$ cat config.mk
export PLATFORM = sky130hd
export DESIGN_NAME = square_factor_extractor_unit
export DESIGN_NICKNAME = d
export VERILOG_FILES = /design/src/hw/rtl/sfe_pkg.sv /design/src/hw/rtl/square_factor_extractor_unit.sv /design/src/hw/rtl/sfe_ctrl.sv /design/src/hw/rtl/sfe_dp.sv
export SDC_FILE = /design/constraint.sdc
export NUM_CORES = 1
export LEC_CHECK = 0
export ABC_CLOCK_PERIOD_IN_PS = 18950
export BUFFER_PORTS_ARGS = -buffer_cell sky130_fd_sc_hd__buf_2
export CORE_MARGIN = 5
export CORE_UTILIZATION = 40
export CTS_CLUSTER_SIZE = 16
export DETAILED_ROUTE_END_ITERATION = 12
export PLACE_DENSITY_LB_ADDON = 0.1
export REMOVE_ABC_BUFFERS = 1
export SETUP_SLACK_MARGIN = 0.1
export SYNTH_ARGS = -nofsm -noshare
export SYNTH_HDL_FRONTEND = slang
export SYNTH_SLANG_ARGS = --single-unit
$ cat constraint.sdc
create_clock -name i_clk -period 18.95 [get_ports i_clk]
set_input_delay 2.8425 -clock i_clk [delete_from_list [all_inputs] [get_ports i_clk]]
set_output_delay 2.8425 -clock i_clk [all_outputs]
set_load 0.05 [all_outputs]
$ cat src/hw/rtl/sfe_pkg.sv
// Shared types and constants for the square factor extractor.
// Holds widths, the controller state type and the command/status structs.
// No dependencies.
package sfe_pkg;

    // Width of the radicand input and of the working radicand.
    localparam int DATA_WIDTH = 24;
    // Fixed result widths.
    localparam int FACTOR_W   = 12;
    localparam int OUT_RAD_W  = 24;
    // Trial divisor width: d never exceeds floor(sqrt(2^(DATA_WIDTH-1))) + 1.
    localparam int D_W        = (DATA_WIDTH + 1) / 2;
    // Width of d squared.
    localparam int SQ_W       = 2 * D_W;
    // Width of the division step counter.
    localparam int CNT_W      = $clog2(DATA_WIDTH);

    // Controller states.
    typedef enum logic [2:0] {
        ST_IDLE,
        ST_SQUARE,
        ST_CHECK,
        ST_DIV,
        ST_TEST,
        ST_DONE
    } t_state;

    // Commands from the controller to the datapath.
    typedef struct packed {
        logic load;      // Capture a new radicand.
        logic square;    // Register d * d.
        logic div_init;  // Start a long division of rem by d * d.
        logic div_step;  // One restoring division step.
        logic test;      // Commit the quotient or advance d.
    } t_dp_cmd;

    // Status from the datapath to the controller.
    typedef struct packed {
        logic finish;    // No further divisor can divide the radicand.
        logic div_last;  // The current division step is the final one.
    } t_dp_status;

endpackage

$ cat src/hw/rtl/square_factor_extractor_unit.sv
// Top level of the square factor extractor: controller plus datapath.
// Depends on sfe_pkg, sfe_ctrl and sfe_dp.
//
// Writes a signed radicand n as a*sqrt(b) by trial division with d = 2, 3, ...
// A beat is taken when start is high and busy is low; busy then stays high
// until the result has been shown. For each trial divisor the block squares
// d, compares d*d with the radicand, runs a bit-serial restoring division
// (one quotient bit per cycle) and then commits the quotient or steps d. The
// next beat can be taken in the cycle after the result. The result is on the
// output ports with o_valid high for exactly one cycle; the receiver cannot
// stall it, so it must take it then.
module square_factor_extractor_unit (
    input  logic                                   i_clk,
    input  logic                                   i_rst_n,
    input  logic                                   start,
    output logic                                   busy,
    input  logic signed [sfe_pkg::DATA_WIDTH-1:0]  i_radicand,
    output logic                                   o_valid,
    output logic        [sfe_pkg::FACTOR_W-1:0]    o_outside_factor,
    output logic signed [sfe_pkg::OUT_RAD_W-1:0]   o_remaining_radicand
);

    sfe_pkg::t_dp_cmd    cmd;
    sfe_pkg::t_dp_status status;

    // Sequencer.
    sfe_ctrl u_ctrl (
        .i_clk    (i_clk),
        .i_rst_n  (i_rst_n),
        .i_start  (start),
        .i_status (status),
        .o_cmd    (cmd),
        .o_busy   (busy),
        .o_valid  (o_valid)
    );

    // Arithmetic.
    sfe_dp u_dp (
        .i_clk                (i_clk),
        .i_rst_n              (i_rst_n),
        .i_cmd                (cmd),
        .i_radicand           (i_radicand),
        .o_status             (status),
        .o_outside_factor     (o_outside_factor),
        .o_remaining_radicand (o_remaining_radicand)
    );

    // An accepted beat always makes the block busy on the next cycle.
    a_accept_busy: assert property (@(posedge i_clk) disable iff (!i_rst_n)
        (start && !busy) |=> busy)
        else $error("block not busy after accepting a beat");

    // The result strobe is only raised while the block is still busy.
    a_valid_busy: assert property (@(posedge i_clk) disable iff (!i_rst_n)
        o_valid |-> busy)
        else $error("result strobe while idle");

    // After the strobe the block is idle again and the strobe drops.
    a_valid_release: assert property (@(posedge i_clk) disable iff (!i_rst_n)
        o_valid |=> (!busy && !o_valid))
        else $error("block did not return to idle after a result");

    // No division step follows a check that finds the radicand finished.
    a_no_div_when_done: assert property (@(posedge i_clk) disable iff (!i_rst_n)
        (cmd.div_init && status.finish) |=> !cmd.div_step)
        else $error("division started although extraction was finished");

endmodule

$ cat src/hw/rtl/sfe_ctrl.sv
// Controller state machine for the square factor extractor.
// Sequences trial squaring, serial division and result strobe.
// Depends on sfe_pkg.
module sfe_ctrl (
    input  logic                i_clk,
    input  logic                i_rst_n,
    input  logic                i_start,
    input  sfe_pkg::t_dp_status i_status,
    output sfe_pkg::t_dp_cmd    o_cmd,
    output logic                o_busy,
    output logic                o_valid
);

    sfe_pkg::t_state r_state;
    sfe_pkg::t_state n_state;

    // State register.
    always_ff @(posedge i_clk) begin
        if (!i_rst_n) begin
            r_state <= sfe_pkg::ST_IDLE;
        end else begin
            r_state <= n_state;
        end
    end

    // Next state logic.
    always_comb begin
        n_state = r_state;
        case (r_state)
            sfe_pkg::ST_IDLE: begin
                if (i_start) begin
                    n_state = sfe_pkg::ST_SQUARE;
                end
            end
            sfe_pkg::ST_SQUARE: begin
                n_state = sfe_pkg::ST_CHECK;
            end
            sfe_pkg::ST_CHECK: begin
                if (i_status.finish) begin
                    n_state = sfe_pkg::ST_DONE;
                end else begin
                    n_state = sfe_pkg::ST_DIV;
                end
            end
            sfe_pkg::ST_DIV: begin
                if (i_status.div_last) begin
                    n_state = sfe_pkg::ST_TEST;
                end
            end
            sfe_pkg::ST_TEST: begin
                n_state = sfe_pkg::ST_SQUARE;
            end
            sfe_pkg::ST_DONE: begin
                n_state = sfe_pkg::ST_IDLE;
            end
            default: begin
                n_state = sfe_pkg::ST_IDLE;
            end
        endcase
    end

    // Output and command decode.
    always_comb begin
        o_cmd   = '0;
        o_busy  = 1'b1;
        o_valid = 1'b0;
        case (r_state)
            sfe_pkg::ST_IDLE: begin
                o_busy     = 1'b0;
                o_cmd.load = i_start;
            end
            sfe_pkg::ST_SQUARE: begin
                o_cmd.square = 1'b1;
            end
            sfe_pkg::ST_CHECK: begin
                o_cmd.div_init = 1'b1;
            end
            sfe_pkg::ST_DIV: begin
                o_cmd.div_step = 1'b1;
            end
            sfe_pkg::ST_TEST: begin
                o_cmd.test = 1'b1;
            end
            sfe_pkg::ST_DONE: begin
                o_valid = 1'b1;
            end
            default: begin
                o_busy = 1'b1;
            end
        endcase
    end

endmodule

$ cat src/hw/rtl/sfe_dp.sv
// Datapath for the square factor extractor: radicand, trial divisor,
// squarer, restoring divider and outside factor multiplier.
// Depends on sfe_pkg.
module sfe_dp (
    input  logic                                   i_clk,
    input  logic                                   i_rst_n,
    input  sfe_pkg::t_dp_cmd                       i_cmd,
    input  logic signed [sfe_pkg::DATA_WIDTH-1:0]  i_radicand,
    output sfe_pkg::t_dp_status                    o_status,
    output logic        [sfe_pkg::FACTOR_W-1:0]    o_outside_factor,
    output logic signed [sfe_pkg::OUT_RAD_W-1:0]   o_remaining_radicand
);

    logic signed [sfe_pkg::DATA_WIDTH-1:0] r_rem;
    logic        [sfe_pkg::D_W-1:0]        r_d;
    logic        [sfe_pkg::SQ_W-1:0]       r_sq;
    logic        [sfe_pkg::FACTOR_W-1:0]   r_factor;
    logic        [sfe_pkg::SQ_W-1:0]       r_part;
    logic        [sfe_pkg::DATA_WIDTH-1:0] r_quo;
    logic        [sfe_pkg::CNT_W-1:0]      r_cnt;

    logic        [sfe_pkg::SQ_W:0]         shifted;
    logic        [sfe_pkg::SQ_W:0]         diff;
    logic                                  q_bit;
    logic        [sfe_pkg::FACTOR_W+sfe_pkg::D_W-1:0] prod;
    logic                                  small_rem;
    logic                                  sq_over;

    // One restoring division step: bring down the next dividend bit.
    assign shifted = {r_part, r_quo[sfe_pkg::DATA_WIDTH-1]};
    assign diff    = shifted - {1'b0, r_sq};
    assign q_bit   = !diff[sfe_pkg::SQ_W];

    // Next outside factor, cut to its result width.
    assign prod = {{sfe_pkg::D_W{1'b0}}, r_factor} * {{sfe_pkg::FACTOR_W{1'b0}}, r_d};

    // Termination: radicand below four, or d squared above the radicand.
    assign small_rem = (r_rem < $signed(sfe_pkg::DATA_WIDTH'(4)));
    assign sq_over   = ({{(sfe_pkg::DATA_WIDTH){1'b0}}, r_sq}
                        > {{(sfe_pkg::SQ_W){1'b0}}, $unsigned(r_rem)});

    assign o_status.finish   = small_rem || sq_over;
    assign o_status.div_last = (r_cnt == sfe_pkg::CNT_W'(sfe_pkg::DATA_WIDTH - 1));

    // Division step counter.
    always_ff @(posedge i_clk) begin
        if (!i_rst_n) begin
            r_cnt <= '0;
        end else if (i_cmd.div_init) begin
            r_cnt <= '0;
        end else if (i_cmd.div_step) begin
            r_cnt <= r_cnt + 1'b1;
        end
    end

    // Working registers.
    always_ff @(posedge i_clk) begin
        if (i_cmd.load) begin
            r_rem    <= i_radicand;
            r_d      <= sfe_pkg::D_W'(2);
            r_factor <= sfe_pkg::FACTOR_W'(1);
        end
        if (i_cmd.square) begin
            r_sq <= {{sfe_pkg::D_W{1'b0}}, r_d} * {{sfe_pkg::D_W{1'b0}}, r_d};
        end
        if (i_cmd.div_init) begin
            r_part <= '0;
            r_quo  <= $unsigned(r_rem);
        end
        if (i_cmd.div_step) begin
            r_part <= q_bit ? diff[sfe_pkg::SQ_W-1:0] : shifted[sfe_pkg::SQ_W-1:0];
            r_quo  <= {r_quo[sfe_pkg::DATA_WIDTH-2:0], q_bit};
        end
        if (i_cmd.test) begin
            // Exact division: keep d for another try; otherwise move on.
            if (r_part == '0) begin
                r_rem    <= $signed(r_quo);
                r_factor <= prod[sfe_pkg::FACTOR_W-1:0];
            end else begin
                r_d <= r_d + 1'b1;
            end
        end
    end

    assign o_outside_factor     = r_factor;
    assign o_remaining_radicand = sfe_pkg::OUT_RAD_W'(r_rem);

endmodule
==> results.md <==
- Status: finished clean
- GRT Residual Overflow: 0
- Starting DRC count in detailed routing: 429
- R2R setup slack: 12.66 ns
- Endpoint, Worst Hold: u_dp.o_remaining_radicand[8]$_DFF_P_
- Avg WL per Cell: 15.93 um
- Post-synth EDFFs: 71
- Die height: 190.4 um
- Antenna violations before repair: 0
- Number of remaining DRC errors: 0
- Actual slew at the worst max-slew pin: 1.075 ns
- Commonest non-fill, non-tap cell in the layout: inv_1
- #FFs+latches synth: 127
- Slew HR: 0.2819
- Largest net degree at the start of global routing: 56
- Mapped Area: 13010 um2
- Worst skew pair latency: 0.43 ns
- Longest Clk Path Bufs: 2
- DIE AREA: 36240 um2
- Final setup viols: 0
- Core Box Area: 32290 um2
- IO Count: 65
- Post-route setup TNS: 0 ns
- First-pass GRT wire length: 53060 um
- Port Buffer Count: 64
- Synth Area in Simple Gates: 0.1681
- R2R Path Start: u_dp.r_d[3]$_DFF_P_
- Max Clock Skew: 0.01274 ns
- Filler cell count: 3261
- Post-Syn Instances: 1499
- CTS clk-pin slew, worst paths: 0.07 ns
- Layout Cells excl Fill: 1985
- Critical path arrival: 6.48 ns
- GP Congestion: 0.8439
- Critical Path RT: 19.13 ns
- VDD IR max: 0.06009 mV
- Largest family of logic cells by synthesized area: adder cells
- Area growth from synthesis to layout: 9.856%
- Detail-routed via count per cell: 4.969
- Routed Antenna Nets: 0
- Max-cap viol count: 0
- CTS root buf: clkbuf_16
- Cts bufs inserted: 17
- Crit. End Element: register
- Adder-cell share of the synthesized area: 0.3188
- Hold Buf Count CTS: 0
- Site Rows: 66
- Setup bufs post-CTS: 0
- Hold Crit Depth: 2
- Reg2reg end: u_dp.r_sq[23]$_DFFE_PP_
- Worst r2r path cells: 20
- Starting density of the core: 0.4030
- Fin crit share: 0.3321
- Synth unique cells: 59
- Share of cells above drive strength 1: 0.07842
- Dpl cells: 1953
- Seq/Total Area, Yosys: 0.2500
- Post-synthesis compound-gate area fraction: 0.1110
- Synthesized area per cell: 8.681 um2
- Clock sinks: 127
- Startpoint Class: register
- Mux share of post-synthesis cell area: 0.006346
- Htree depth: 4
- Via count: 9863
- CTS tree: built
- Fmax: 158.9 MHz
- Fin nets: 1816
- Synth async-reset ratio: 0
- All-Layer GR Usage: 0.1824
- Leak: 6.735 nW
- Hold Fails Final Rpt: 0
- Post_cts resized: 0
- Commonest non-fill, non-tap cells in the layout: inv_1, nand2_1, ha_1
- Number of synthesis warnings: 0
- Vias in the first global route: 9945
- Pwr Density: 75.53 nW/um2
- Critical path peak fanout: 23
- Post-DP HPWL: 24810 um
- Final max-slew violation count: 0
- Dominant synthesized flop cell: edfxtp_1
- Hold Path Origin: u_dp.r_quo[8]$_DFFE_PP_
- Hold crit path type: reg -> reg
- Tmin final: 6.293 ns
- Crit path kind: reg -> reg
- Xor-xnor portion of the synthesized cell area: 0.05250
- Ant diodes: 0
- Iteration count of the initial detailed-routing pass: 5
- RSZ-0062 raised after global routing: no
- Final WL: 31620 um
- Die W: 190.4 um
[layer usage]
| metal | routed length (um) | up-vias | global-route usage |
|---|---|---|---|
| met5 | 0 | - | 0 |
| met4 | 359 | 0 | 0.04006 |
| met2 | 15420 | 99 | 0.3098 |
| met1 | 15180 | 4804 | 0.2523 |
| li1 | - | 4944 | - |
| met3 | 666 | 16 | 0.02069 |
[power by group]
part | internal, mW | switching (mW) | total (mW)
Combinational | 0.118 | 0.247 | 0.365
Clock | 0.175 | 0.152 | 0.328
Sequential | 0.345 | 0.0427 | 0.387
[metrics by stage]
| step | utilization | power (mW) | setup slack [ns] | hold WS [ns] | area (um2) |
|---|---|---|---|---|---|
| 2_1_floorplan | - | 0.6495 | 13.23 | 0.4433 | 12790 |
| 3_3_place_gp | 0.4251 | 0.7584 | 12.77 | 0.4583 | 13720 |
| 3_5_place_dp | 0.4251 | 0.7601 | 12.59 | 0.4602 | 13720 |
| 4_1_cts | 0.4427 | 1.093 | 12.58 | 0.4770 | 14300 |
| 5_1_grt | 0.4427 | 1.148 | 12.14 | 0.5092 | 14300 |
| 6_report | 0.4427 | 1.080 | 12.66 | 0.4753 | 14300 |
[state kept, by name (all words and copies together), names as in the netlist]
| signal | count |
|---|---|
| u_ctrl.r_state | 3 |
| u_dp.o_outside_factor | 12 |
| u_dp.o_remaining_radicand | 24 |
| u_dp.r_cnt | 5 |
| u_dp.r_d | 12 |
| u_dp.r_part | 24 |
| u_dp.r_quo | 24 |
| u_dp.r_sq | 23 |
[cells in the mapped netlist, drive strengths merged (7+ instances only)]
| cell type | instances | area (um2) |
|---|---|---|
| inv | 265 | 994.7 |
| nand2 | 207 | 777.0 |
| ha | 138 | 1727 |
| fa | 121 | 2422 |
| o21ai | 85 | 425.4 |
| a21oi | 81 | 409.1 |
| nor2 | 74 | 277.8 |
| edfxtp | 71 | 2132 |
| and2 | 69 | 431.7 |
| dfxtp | 56 | 1121 |
| xnor2 | 54 | 473.0 |
| clkbuf | 51 | 191.4 |
| xor2 | 24 | 210.2 |
| nand3 | 23 | 120.1 |
| nor3 | 16 | 80.08 |
| nor4 | 16 | 100.1 |
| a21o | 15 | 112.6 |
| nand4 | 12 | 75.07 |
| and3 | 10 | 72.57 |
| nand2b | 10 | 62.56 |
| nor2b | 8 | 50.05 |
| o21bai | 8 | 60.06 |
| a211oi | 7 | 52.55 |
[how the worst max path moves through the flow]
stage                   startpoint                 endpoint  slack [ns]  depth (start not counted)
6_report       u_dp.r_d[3]$_DFF_P_  u_dp.r_sq[23]$_DFFE_PP_       12.66                         20
5_1_grt        u_dp.r_d[3]$_DFF_P_  u_dp.r_sq[23]$_DFFE_PP_       12.14                         20
4_1_cts        u_dp.r_d[3]$_DFF_P_  u_dp.r_sq[23]$_DFFE_PP_       12.58                         20
3_5_place_dp   u_dp.r_d[3]$_DFF_P_  u_dp.r_sq[23]$_DFFE_PP_       12.59                         20
3_3_place_gp   u_dp.r_d[2]$_DFF_P_  u_dp.r_sq[23]$_DFFE_PP_       12.77                         20
2_1_floorplan  u_dp.r_d[3]$_DFF_P_  u_dp.r_sq[23]$_DFFE_PP_       13.23                         20
[layout make-up]
cell class / count / area (um2) / share of cell area
Inverter: 265 / 994.7 / 0.06958
Multi-Input combinational cell: 1050 / 8566 / 0.5992
Clock buffer: 17 / 425.4 / 0.02976
Tap cell: 442 / 553.0 / 0.03869
Clock inverter: 15 / 145.1 / 0.01015
Sequential cell: 127 / 3253 / 0.2276
Timing Repair Buffer: 69 / 357.8 / 0.02503
[kinds of logic (layout without fill, tap and decap cells)]
| family | Yosys count | in the layout |
|---|---|---|
| muxes | 8 | 8 |
| buffers and inverters | 322 | 366 |
| and+or+nand+nor | 462 | 462 |
| xor gates and xnor gates | 78 | 78 |
| AOI/OAI and AO/OA | 243 | 243 |
| adders and majority gates | 259 | 259 |
| DFF | 127 | 127 |
[worst max-delay path, cell delays in order, from the launching register on]
cell and delay, ns:
dfxtp_1 0.85, nand2_1 0.21, inv_1 0.13, fa_1 0.44, fa_1 0.51, inv_1 0.05, fa_1 0.47, inv_1 0.05
fa_1 0.52, inv_1 0.05, fa_1 0.53, inv_1 0.04, ha_1 0.23, nor4_1 0.33, o21ai_1 0.15, a41oi_1 0.38
o21ai_1 0.18, a221o_1 0.40, a211o_1 0.27, a21oi_1 0.17, xor2_1 0.08
No activity file was read; power rests on OpenSTA's default activity.
